File: config.mk
export PLATFORM = sky130hd
export DESIGN_NAME = topic_filter_wildcard_match_core
export DESIGN_NICKNAME = d
export VERILOG_FILES = /design/src/rtl/core/tfwm_pkg.sv /design/src/rtl/core/tfwm_ram.sv /design/src/rtl/core/tfwm_front.sv /design/src/rtl/core/tfwm_back.sv /design/src/rtl/core/topic_filter_wildcard_match_core.sv
export SDC_FILE = /design/constraint.sdc
export NUM_CORES = 2
export LEC_CHECK = 0
export ABC_AREA = 1
export BUFFER_PORTS_ARGS = -buffer_cell sky130_fd_sc_hd__buf_2
export CAP_MARGIN = 20
export CORE_MARGIN = 2
export CORE_UTILIZATION = 57
export DETAILED_ROUTE_END_ITERATION = 6
export HOLD_SLACK_MARGIN = 0.12
export PLACE_DENSITY = 0.8
export SETUP_SLACK_MARGIN = 0.1
export SLEW_MARGIN = 40
export SYNTH_ARGS = -nofsm -noshare
export SYNTH_HDL_FRONTEND = slang
export SYNTH_HIERARCHICAL = 1
export SYNTH_SLANG_ARGS = --single-unit
File: constraint.sdc
create_clock -name clk -period 4.28 [get_ports clk]
set_input_delay 0 -clock clk [delete_from_list [all_inputs] [get_ports clk]]
set_output_delay 0 -clock clk [all_outputs]
set_load 0.01 [all_outputs]
File: src/rtl/core/tfwm_pkg.sv
// Shared types and constants for the topic filter wildcard matcher.
package tfwm_pkg;

    localparam int MAX_FILTER_LEN_DEF = 256;
    localparam int QUEUE_DEPTH        = 2;

    localparam logic [7:0] CH_SLASH = 8'h2F;
    localparam logic [7:0] CH_HASH  = 8'h23;
    localparam logic [7:0] CH_PLUS  = 8'h2B;

    localparam logic CMD_FILTER = 1'b0;
    localparam logic CMD_NAME   = 1'b1;

    typedef struct packed {
        logic       command;
        logic [7:0] char_code;
        logic       no_byte;
        logic       last;
    } item_t;

    typedef struct packed {
        logic matched;
        logic filter_overflow;
    } result_t;

    // Decoded item as it travels from the front to the back.
    typedef struct packed {
        logic       is_name;
        logic       has_byte;
        logic       last;
        logic [7:0] char_code;
    } op_t;

endpackage

File: src/rtl/core/tfwm_ram.sv
// Generic single-port-write, single-port-read RAM with registered read data.
module tfwm_ram #(
    parameter int WIDTH = 8,
    parameter int DEPTH = 256
) (
    input  logic                     clk,
    input  logic                     we,
    input  logic [$clog2(DEPTH)-1:0] waddr,
    input  logic [WIDTH-1:0]         wdata,
    input  logic [$clog2(DEPTH)-1:0] raddr,
    output logic [WIDTH-1:0]         rdata
);

    logic [WIDTH-1:0] mem [DEPTH];
    logic [WIDTH-1:0] rdata_reg;

    always_ff @(posedge clk)
    begin
        if (we)
        begin
            mem[waddr] <= wdata;
        end
        rdata_reg <= mem[raddr];
    end

    assign rdata = rdata_reg;

endmodule

File: src/rtl/core/tfwm_front.sv
// Front end: accepts items, decodes them and queues them for the back end.
module tfwm_front (
    input  logic            clk,
    input  logic            rst_n,
    input  logic            push,
    output logic            full,
    input  tfwm_pkg::item_t item,
    output logic            op_valid,
    output tfwm_pkg::op_t   op,
    input  logic            op_take
);

    localparam int PW = (tfwm_pkg::QUEUE_DEPTH > 1) ? $clog2(tfwm_pkg::QUEUE_DEPTH) : 1;
    localparam int CW = $clog2(tfwm_pkg::QUEUE_DEPTH + 1);

    tfwm_pkg::op_t   q_reg [tfwm_pkg::QUEUE_DEPTH];
    logic [PW-1:0]   wptr_reg;
    logic [PW-1:0]   wptr_next;
    logic [PW-1:0]   rptr_reg;
    logic [PW-1:0]   rptr_next;
    logic [CW-1:0]   count_reg;
    logic [CW-1:0]   count_next;
    logic            do_push;
    logic            do_pop;
    tfwm_pkg::op_t   dec;

    assign full     = (count_reg == CW'(tfwm_pkg::QUEUE_DEPTH));
    assign op_valid = (count_reg != '0);
    assign op       = q_reg[rptr_reg];
    assign do_push  = push && !full;
    assign do_pop   = op_take && op_valid;

    always_comb
    begin
        dec.is_name   = (item.command == tfwm_pkg::CMD_NAME);
        dec.has_byte  = !item.no_byte;
        dec.last      = item.last;
        dec.char_code = item.char_code;
    end

    always_comb
    begin
        wptr_next  = wptr_reg;
        rptr_next  = rptr_reg;
        count_next = count_reg;
        if (do_push)
        begin
            wptr_next = (wptr_reg == PW'(tfwm_pkg::QUEUE_DEPTH - 1)) ? '0 : wptr_reg + 1'b1;
        end
        if (do_pop)
        begin
            rptr_next = (rptr_reg == PW'(tfwm_pkg::QUEUE_DEPTH - 1)) ? '0 : rptr_reg + 1'b1;
        end
        if (do_push && !do_pop)
        begin
            count_next = count_reg + 1'b1;
        end
        else if (!do_push && do_pop)
        begin
            count_next = count_reg - 1'b1;
        end
    end

    always_ff @(posedge clk or negedge rst_n)
    begin
        if (!rst_n)
        begin
            wptr_reg  <= '0;
            rptr_reg  <= '0;
            count_reg <= '0;
        end
        else
        begin
            wptr_reg  <= wptr_next;
            rptr_reg  <= rptr_next;
            count_reg <= count_next;
        end
    end

    always_ff @(posedge clk)
    begin
        if (do_push)
        begin
            q_reg[wptr_reg] <= dec;
        end
    end

endmodule

File: src/rtl/core/tfwm_back.sv
// Back end: filter store, match sequencer and result register.
module tfwm_back #(
    parameter int MAX_FILTER_LEN = tfwm_pkg::MAX_FILTER_LEN_DEF
) (
    input  logic              clk,
    input  logic              rst_n,
    input  logic              op_valid,
    input  tfwm_pkg::op_t     op,
    output logic              op_take,
    output logic              res_valid,
    output tfwm_pkg::result_t res,
    input  logic              res_pop
);

    localparam int LW = $clog2(MAX_FILTER_LEN + 1);
    localparam int AW = $clog2(MAX_FILTER_LEN);

    typedef enum logic [6:0] {
        S_IDLE = 7'b0000001,
        S_LOOK = 7'b0000010,
        S_DATA = 7'b0000100,
        S_FIN  = 7'b0001000,
        S_FIN0 = 7'b0010000,
        S_FIN1 = 7'b0100000,
        S_EMIT = 7'b1000000
    } state_t;

    state_t            state_reg;
    state_t            state_next;
    tfwm_pkg::op_t     cur_reg;
    tfwm_pkg::op_t     cur_next;
    logic [LW-1:0]     len_reg;
    logic [LW-1:0]     len_next;
    logic [LW-1:0]     pos_reg;
    logic [LW-1:0]     pos_next;
    logic              skip_reg;
    logic              skip_next;
    logic              decided_reg;
    logic              decided_next;
    logic              verdict_reg;
    logic              verdict_next;
    logic              ovf_reg;
    logic              ovf_next;
    logic              open_reg;
    logic              open_next;
    logic              out_valid_reg;
    logic              out_valid_next;
    tfwm_pkg::result_t out_reg;
    tfwm_pkg::result_t out_next;

    logic              ram_we;
    logic [AW-1:0]     ram_waddr;
    logic [7:0]        ram_wdata;
    logic [AW-1:0]     ram_raddr;
    logic [7:0]        ram_rdata;

    logic [LW-1:0]     pos_inc;
    logic              pos_end;
    logic              out_free;

    tfwm_ram #(
        .WIDTH (8),
        .DEPTH (MAX_FILTER_LEN)
    ) u_store (
        .clk   (clk),
        .we    (ram_we),
        .waddr (ram_waddr),
        .wdata (ram_wdata),
        .raddr (ram_raddr),
        .rdata (ram_rdata)
    );

    assign pos_inc   = pos_reg + 1'b1;
    assign pos_end   = (pos_reg >= len_reg);
    assign out_free  = !out_valid_reg || res_pop;
    assign res_valid = out_valid_reg;
    assign res       = out_reg;

    always_comb
    begin
        logic [LW-1:0] base_len;
        logic          consume_done;

        base_len       = open_reg ? len_reg : '0;
        consume_done   = 1'b0;
        state_next     = state_reg;
        cur_next       = cur_reg;
        len_next       = len_reg;
        pos_next       = pos_reg;
        skip_next      = skip_reg;
        decided_next   = decided_reg;
        verdict_next   = verdict_reg;
        ovf_next       = ovf_reg;
        open_next      = open_reg;
        out_valid_next = out_valid_reg && !res_pop;
        out_next       = out_reg;
        op_take        = 1'b0;
        ram_we         = 1'b0;
        ram_waddr      = base_len[AW-1:0];
        ram_wdata      = op.char_code;
        ram_raddr      = pos_reg[AW-1:0];

        case (state_reg)
            S_IDLE:
            begin
                if (op_valid)
                begin
                    op_take = 1'b1;
                    if (!op.is_name)
                    begin
                        pos_next     = '0;
                        skip_next    = 1'b0;
                        decided_next = 1'b0;
                        verdict_next = 1'b0;
                        len_next     = base_len;
                        if (!open_reg)
                        begin
                            ovf_next = 1'b0;
                        end
                        if (op.has_byte)
                        begin
                            if (base_len < LW'(MAX_FILTER_LEN))
                            begin
                                ram_we   = 1'b1;
                                len_next = base_len + 1'b1;
                            end
                            else
                            begin
                                ovf_next = 1'b1;
                            end
                        end
                        open_next = !op.last;
                    end
                    else
                    begin
                        cur_next  = op;
                        open_next = 1'b0;
                        if (op.has_byte && !decided_reg)
                        begin
                            state_next = S_LOOK;
                        end
                        else if (op.last)
                        begin
                            state_next = decided_reg ? S_EMIT : S_FIN;
                        end
                    end
                end
            end
            S_LOOK:
            begin
                if (skip_reg && (cur_reg.char_code != tfwm_pkg::CH_SLASH))
                begin
                    consume_done = 1'b1;
                end
                else
                begin
                    skip_next = 1'b0;
                    if (pos_end)
                    begin
                        decided_next = 1'b1;
                        verdict_next = 1'b0;
                        consume_done = 1'b1;
                    end
                    else
                    begin
                        state_next = S_DATA;
                    end
                end
            end
            S_DATA:
            begin
                if (ram_rdata == tfwm_pkg::CH_HASH)
                begin
                    decided_next = 1'b1;
                    verdict_next = 1'b1;
                    consume_done = 1'b1;
                end
                else if (ram_rdata == tfwm_pkg::CH_PLUS)
                begin
                    pos_next   = pos_inc;
                    skip_next  = 1'b1;
                    state_next = S_LOOK;
                end
                else if (ram_rdata == cur_reg.char_code)
                begin
                    pos_next     = pos_inc;
                    consume_done = 1'b1;
                end
                else
                begin
                    decided_next = 1'b1;
                    verdict_next = 1'b0;
                    consume_done = 1'b1;
                end
            end
            S_FIN:
            begin
                if (pos_end)
                begin
                    decided_next = 1'b1;
                    verdict_next = 1'b1;
                    state_next   = S_EMIT;
                end
                else
                begin
                    state_next = S_FIN0;
                end
            end
            S_FIN0:
            begin
                ram_raddr = pos_inc[AW-1:0];
                if ((ram_rdata != tfwm_pkg::CH_SLASH) || (pos_inc >= len_reg))
                begin
                    decided_next = 1'b1;
                    verdict_next = 1'b0;
                    state_next   = S_EMIT;
                end
                else
                begin
                    state_next = S_FIN1;
                end
            end
            S_FIN1:
            begin
                decided_next = 1'b1;
                verdict_next = (ram_rdata == tfwm_pkg::CH_HASH);
                state_next   = S_EMIT;
            end
            S_EMIT:
            begin
                if (out_free)
                begin
                    out_next.matched         = verdict_reg;
                    out_next.filter_overflow = ovf_reg;
                    out_valid_next           = 1'b1;
                    pos_next                 = '0;
                    skip_next                = 1'b0;
                    decided_next             = 1'b0;
                    verdict_next             = 1'b0;
                    state_next               = S_IDLE;
                end
            end
            default:
            begin
                state_next = S_IDLE;
            end
        endcase

        if (consume_done)
        begin
            if (cur_reg.last)
            begin
                state_next = decided_next ? S_EMIT : S_FIN;
            end
            else
            begin
                state_next = S_IDLE;
            end
        end
    end

    always_ff @(posedge clk or negedge rst_n)
    begin
        if (!rst_n)
        begin
            state_reg     <= S_IDLE;
            len_reg       <= '0;
            pos_reg       <= '0;
            skip_reg      <= 1'b0;
            decided_reg   <= 1'b0;
            verdict_reg   <= 1'b0;
            ovf_reg       <= 1'b0;
            open_reg      <= 1'b0;
            out_valid_reg <= 1'b0;
        end
        else
        begin
            state_reg     <= state_next;
            len_reg       <= len_next;
            pos_reg       <= pos_next;
            skip_reg      <= skip_next;
            decided_reg   <= decided_next;
            verdict_reg   <= verdict_next;
            ovf_reg       <= ovf_next;
            open_reg      <= open_next;
            out_valid_reg <= out_valid_next;
        end
    end

    always_ff @(posedge clk)
    begin
        cur_reg <= cur_next;
        out_reg <= out_next;
    end

endmodule

File: src/rtl/core/topic_filter_wildcard_match_core.sv
// Top level of the topic filter wildcard matcher.
//
// Input queue: item (command, char_code, no_byte, last) is taken on a clock
// edge with push high and full low. Filter items (command 0) load the filter
// store one byte each; name items (command 1) are matched against it.
// Result queue: while empty is low, result holds the verdict for the latest
// completed name (matched, filter_overflow); it is taken with pop high.
// Exactly one result comes from each name item with last set.
// A two-entry input queue sits ahead of the match sequencer, so items are
// taken while a result waits to be popped.
// Steps per item in the sequencer: a filter item is handled in the idle
// state. A name byte passes through idle, look and data for a plain compare,
// and through look and data once more per '+' crossed by a '/'; a byte
// skipped under a '+' or past the end of the filter passes through idle and
// look, and one after the verdict is known through idle alone. The last name
// item adds end-of-filter checks (fin, then fin0 and fin1 as needed) and an
// emit step to post the result. The filter store is a single read port RAM
// with registered read data, so a filter entry is read in look, used in data.
// Reset clears the queues, filter length, match state and overflow flag;
// store contents are not cleared. A stalled result queue holds the sequencer
// at its final step while the input queue keeps filling up to full.
module topic_filter_wildcard_match_core #(
    parameter int MAX_FILTER_LEN = tfwm_pkg::MAX_FILTER_LEN_DEF
) (
    input  logic              clk,
    input  logic              rst_n,
    input  logic              push,
    output logic              full,
    input  tfwm_pkg::item_t   item,
    output logic              empty,
    input  logic              pop,
    output tfwm_pkg::result_t result
);

    logic          op_valid;
    logic          op_take;
    tfwm_pkg::op_t op;
    logic          res_valid;

    tfwm_front u_front (
        .clk      (clk),
        .rst_n    (rst_n),
        .push     (push),
        .full     (full),
        .item     (item),
        .op_valid (op_valid),
        .op       (op),
        .op_take  (op_take)
    );

    tfwm_back #(
        .MAX_FILTER_LEN (MAX_FILTER_LEN)
    ) u_back (
        .clk       (clk),
        .rst_n     (rst_n),
        .op_valid  (op_valid),
        .op        (op),
        .op_take   (op_take),
        .res_valid (res_valid),
        .res       (result),
        .res_pop   (pop)
    );

    assign empty = !res_valid;

endmodule

* After elaboration in Yosys (flattened, before gate mapping) *
Memories as Yosys holds them, arrays and structs flattened. A register that Yosys moved wholly into a read port is not among the register bits.
Index checks and enable logic that the tools add are counted.

operators by class
  $add $sub $neg = 6
  mux-type cells = 78
  bitwise logic cells = 1
  order comparisons = 3
  eq/ne operators = 33
  reductions and logical operators = 30

operator list
  cell                                                             number
  7-bit two-way mux                                                15
  9-bit two-way mux                                                9
  7-bit one-hot mux with 7 select lines                            1
  1-bit two-way mux                                                45
  9-bit one-hot mux with 3 select lines                            1
  9-bit by 1-bit adder with 9-bit output, second input constant    2
  9-bit greater-or-equal comparator                                2
  8-bit by 6-bit == test with 1-bit output, second input constant  2
  8-bit by 6-bit != test with 1-bit output, second input constant  2
  1-bit one-hot mux with 7 select lines                            2
  3-bit by 1-bit != test with 1-bit output, second input constant  4
  2-bit by 1-bit != test with 1-bit output, second input constant  5
  10-bit AND reduction                                             1
  9-bit < comparator, second input constant                        1
  3-bit by 2-bit != test with 1-bit output, second input constant  3
  3-bit != test, second input constant                             3
  8-bit == test                                                    1
  1-bit logical NOT                                                8
  8-bit two-way mux                                                1
  2-bit != test, second input constant                             4
  8-bit AND reduction                                              1
  7-bit by 1-bit == test with 1-bit output, second input constant  1
  7-bit by 2-bit == test with 1-bit output, second input constant  1
  7-bit by 3-bit == test with 1-bit output, second input constant  1
  23 further kinds                                                 35

word-level totals
  input bits = 15
  logic and storage cells = 169
  bits in writable memories = 2070
  output and inout port bits = 4
  flip-flop bits (word level) = 46
  memories = 2

memory list
  memory              words  bits a word  rd ports  clocked after memory_dff  write ports  line              source
  u_back.u_store.mem  256    8            1         1                         1            tfwm_ram.sv:14    logic [WIDTH-1:0] mem [DEPTH];
  u_front.q_reg       2      11           1         0                         1            tfwm_front.sv:16  tfwm_pkg::op_t q_reg [tfwm_pkg::QUEUE_DEPTH];

* Depth between registers and ports, before layout *
  depth in word-level cells = 9
  gate-level depth with buffers = 20

* By module *
The synthesis kept the hierarchy.

by module, submodules not included
  module                            seq. area each (um^2)  instances  area an instance (um^2)  cells each
  tfwm_ram                          61659.1                1          83396.2                  7003
  tfwm_back                         1107.3                 1          3146.8                   450
  tfwm_front                        760.7                  1          1041.0                   90
  topic_filter_wildcard_match_core  0.0                    1          3.8                      1

* Worst setup path before layout *
Ideal clock, no wire load.

  path kind = register -> register
  start = reg u_front.rptr_reg
  end = reg u_back/cur_reg[1] (netlist bit), data pin
  setup time = 0.826 ns
  data arrival time = 3.730 ns
  data required time = 3.454 ns
  slack = -0.276 ns
  cell stages (with the launch flop) = 5
  buffers on the path = 1
  cells stage by stage = dfrtp_1 -> inv_2 -> buf_2 -> nand2_1 -> nand2_1

RTL lines
  what                    line              source
  start, declared         tfwm_front.sv:19  logic [PW-1:0] rptr_reg;
  start signal, assigned  tfwm_front.sv:75  rptr_reg <= rptr_next;
  end signal, assigned    tfwm_back.sv:292  cur_reg <= cur_next;
  end, declared           tfwm_back.sv:30   tfwm_pkg::op_t cur_reg;

* Worst setup path in the final report *
  start = reg u_back.pos_reg[0]
  end = reg u_back.u_store.rdata_reg[3], in the netlist u_back/u_store/rdata[3] (read register of u_back.u_store.mem)

on the way
  word-level cells in the longest chain between the ends = 2

ends and longest elaborated chain
  what                                    line              source
  start, declared                         tfwm_back.sv:34   logic [LW-1:0] pos_reg;
  start signal, assigned                  tfwm_back.sv:280  pos_reg <= pos_next;
  9-bit by 1-bit adder with 9-bit output  tfwm_back.sv:73   assign pos_inc = pos_reg + 1'b1;
  8-bit two-way mux                       tfwm_back.sv:103  case (state_reg)
  via u_back.ram_raddr[4]                 tfwm_back.sv:54   logic [AW-1:0] ram_raddr;
  end, declared                           tfwm_ram.sv:15    logic [WIDTH-1:0] rdata_reg;

The timed path passes the listed nets, and every way through them passes these cells.
A chain may end at the register's enable or synchronous reset.

==> results by group <==
Clock network
  – CTS Hold Bufs: 29
  – PostCTS Resize Cnt: 0
  – Clock Sinks: 2124
  – Clk root buf: clkbuf_16
  – Post-CTS Setup Bufs: 0
  – Clk buf depth: 3
  – Htree depth: 4
  – TritonCTS clock tree: built
  – Clk slew on worst S/H paths: 60 ps
  – CTS Buf Count: 203
  – Clk_lat worst skew: 840 ps

Final layout
  – Largest register FFs: 2048
  – Most common cell after layout, fill and taps aside: nand2_1
  – NumNets Final: 7506
  – P&R area growth vs syn: 10.5%
  – Commonest non-fill, non-tap cells in the layout: nand2_1 (2291), edfxtp_1 (2081), nand3_1 (2041)
  – Final core utilization: 63.6%
  – Layout cell share with drive strength beyond 1: 7.06%

Global routing
  – Antenna violations before repair: 8
  – First-pass GRT wire length: 348 mm
  – Largest net degree at the start of global routing: 178
  – Remaining Overflow, GRT: 0
  – Vias in the first global route: 58628
  – GRT Total Usage: 29.1%

STA
  – RSZ-0062 raised after global routing: false
  – Crit share post-route: 94.6%
  – Setup_tns: 0 ps
  – Final slew viol count: 0
  – Final setup fails: 0
  – Relative slew slack: 33.6%
  – FMAX: 247 MHz
  – Layout Skew: 69.4 ps
  – Worst-Margin Slew: 996 ps
  – Min Tclk post-route: 4050 ps
  – Final Hold Violating Endpoints: 0

Job
  – # Max-Cap Violations: 0

Critical path
  – Most frequent CP cell: nand2_1
  – Critical-path cell list: ha_1, nand2_1, nor2_1, xor2_1, o21ai_4, buf_4, buf_4, nand3_1, nand3_1, nand3_1, nand2_1, nand2_1, nand2_1
  – Data required, critical path: 5060 ps
  – Crit-path max cell delay: 630 ps
  – CP Capture Type: flop
  – Crit-path slowest cell: o21ai_4
  – Delay-heaviest family, CP: simple AND/OR/NAND/NOR gates
  – Crit start category: flop
  – CP bufs+invs: 2
  – Arrival @ worst endpoint: 4830 ps
  – Worst-path fanout max: 32
  – Critical path class: flop to flop

Logic synthesis
  – Syn Nets: 7580
  – Synth warnings: 6
  – Yosys reg bits: 2124
  – Post-synthesis sequential area ratio: 72.5%
  – Distinct cells, synth: 42
  – Syn Area/Cell: 11.6 µm²
  – Cells after Synth: 7544
  – Mapped cell area: 87600 µm²
  – Post-synth EDFFs: 2081
  – Synth async-reset ratio: 1.65%
  – Post-synth top flop: edfxtp_1

Die
  – Die width: 396 µm
  – IO Count: 19
  – CORE AREA: 152000 µm²
  – Initial Utilization: 57.5%
  – Die area: 157000 µm²
  – FP Rows: 143
  – Die H: 396 µm

Route
  – Drt initial violations: 9469
  – Antenna-violating nets left: 0
  – Drt first pass iters: 7
  – DR DRC count: 0
  – Via count: 60472
  – Routed Wire Length: 231 mm
  – WL/cell: 23.9 µm
  – Vias per cell: 6.25

Power and ir drop
  – Leakage Power: 33.9 nW
  – Total power: 49.6 mW
  – Max VDD drop: 0.604 mV
  – Power Density: 513 nW/µm²

Placed design
  – I/O Buffers: 18
  – Dpl hpwl: 129 mm
  – GPL Wtd Cong: 0.932

Worst hold path
  – Worst Hold Class: primary input to asynchronous set/reset pin

Status
  – Outcome: finished, final reports clean
-- stage by stage --
| stage | worst slack (ps) | instances | hold WS, ps | area, µm² |
|---|---|---|---|---|
| floorplan | -163 | 7544 | -296 | 87600 |
| global placement | 605 | 9260 | 158 | 89800 |
| detailed placement | 539 | 9262 | -5.11 | 89900 |
| CTS | 473 | 9661 | 126 | 96600 |
| global route | 231 | 9665 | 205 | 96800 |
| finish | 230 | 9669 | 189 | 96800 |
-- power breakdown --
part           internal [mW]  switching (mW)  total, mW
registers               26.1           0.154       26.2
clock network           9.80            7.72       17.5
logic                  0.938            4.95       5.89
-- tightest hold or removal path, stage by stage --
cell,delay (ps)
dlygate4sd3_1,520
dlygate4sd3_1,550
buf_4,120
buf_12,210
-- synthesized netlist by cell type (2+ instances only) --
cell      number  area (µm²)
nand2_1     2299        8630
edfxtp_1    2081       62500
nand3_1     2042       10200
nor2_1       338        1270
buf_2        270        1350
inv_1        123         462
clkbuf_1     113         424
buf_4         46         345
buf_1         40         150
dfrtp_1       34         851
ha_1          21         263
o21ai_0       20         100
buf_6         17         191
a21oi_1       14        70.1
nand2_2       10        62.6
dfxtp_1        8         160
xor2_1         8        70.1
inv_2          7        26.3
nor3_1         6        30.0
nand4_1        5        31.3
nor2_2         5        31.3
nand2_4        4        45.0
nor2_4         4        45.0
xnor2_1        4        35.0
inv_4          3        18.8
o21ai_1        3        15.0
a211oi_1       2        15.0
o21ai_2        2        17.5
o31ai_1        2        15.0
-- cell families after synthesis --
| kind of cell | Yosys count | synth area share (%) |
|---|---|---|
| simple gates | 4718 | 23.3 |
| flops | 2124 | 72.5 |
| buf+inv | 620 | 3.41 |
| compound gates | 49 | 0.320 |
| fa+ha+maj | 21 | 0.300 |
| xor+xnor | 12 | 0.120 |
-- cell type report --
type                            instances  area [µm²]
Clock inverter                        117        1150
Clock buffer                          253        5320
Timing Repair Buffer                  208        2400
Antenna cell                            4        10.0
Sequential cell                      2124       63500
Inverter                              133         538
Multi-Input combinational cell       4800       21300
Fill cell                           10601       55500
Tap cell                             2030        2540
-- metal layers --
layer	up-vias	GRT usage (%)	part of all wire (%)
met5	-	0	0.054
met4	18	14.7	5.3
met1	29089	38.1	35
met3	755	6.59	12
met2	4197	46.2	47
li1	26413	-	-
-- final timing paths --
check                                   from  depth (start not counted)                 endpoint  slack, ps
max                        u_back/pos_reg[0]                         13  u_back/u_store/rdata[3]        230
min                                    rst_n                          4         u_back/res_valid        190
max reg2reg                u_back/pos_reg[0]                         13  u_back/u_store/rdata[3]        230
min reg2reg                 u_front/wptr_reg                          2         u_front/wptr_reg        480
max in group asynchronous              rst_n                          4      u_back/state_reg[0]       3810
min in group clk                     item[8]                          3      u_front/q_reg[1][6]        450
Note: power is estimated with default switching activity, not from simulation.
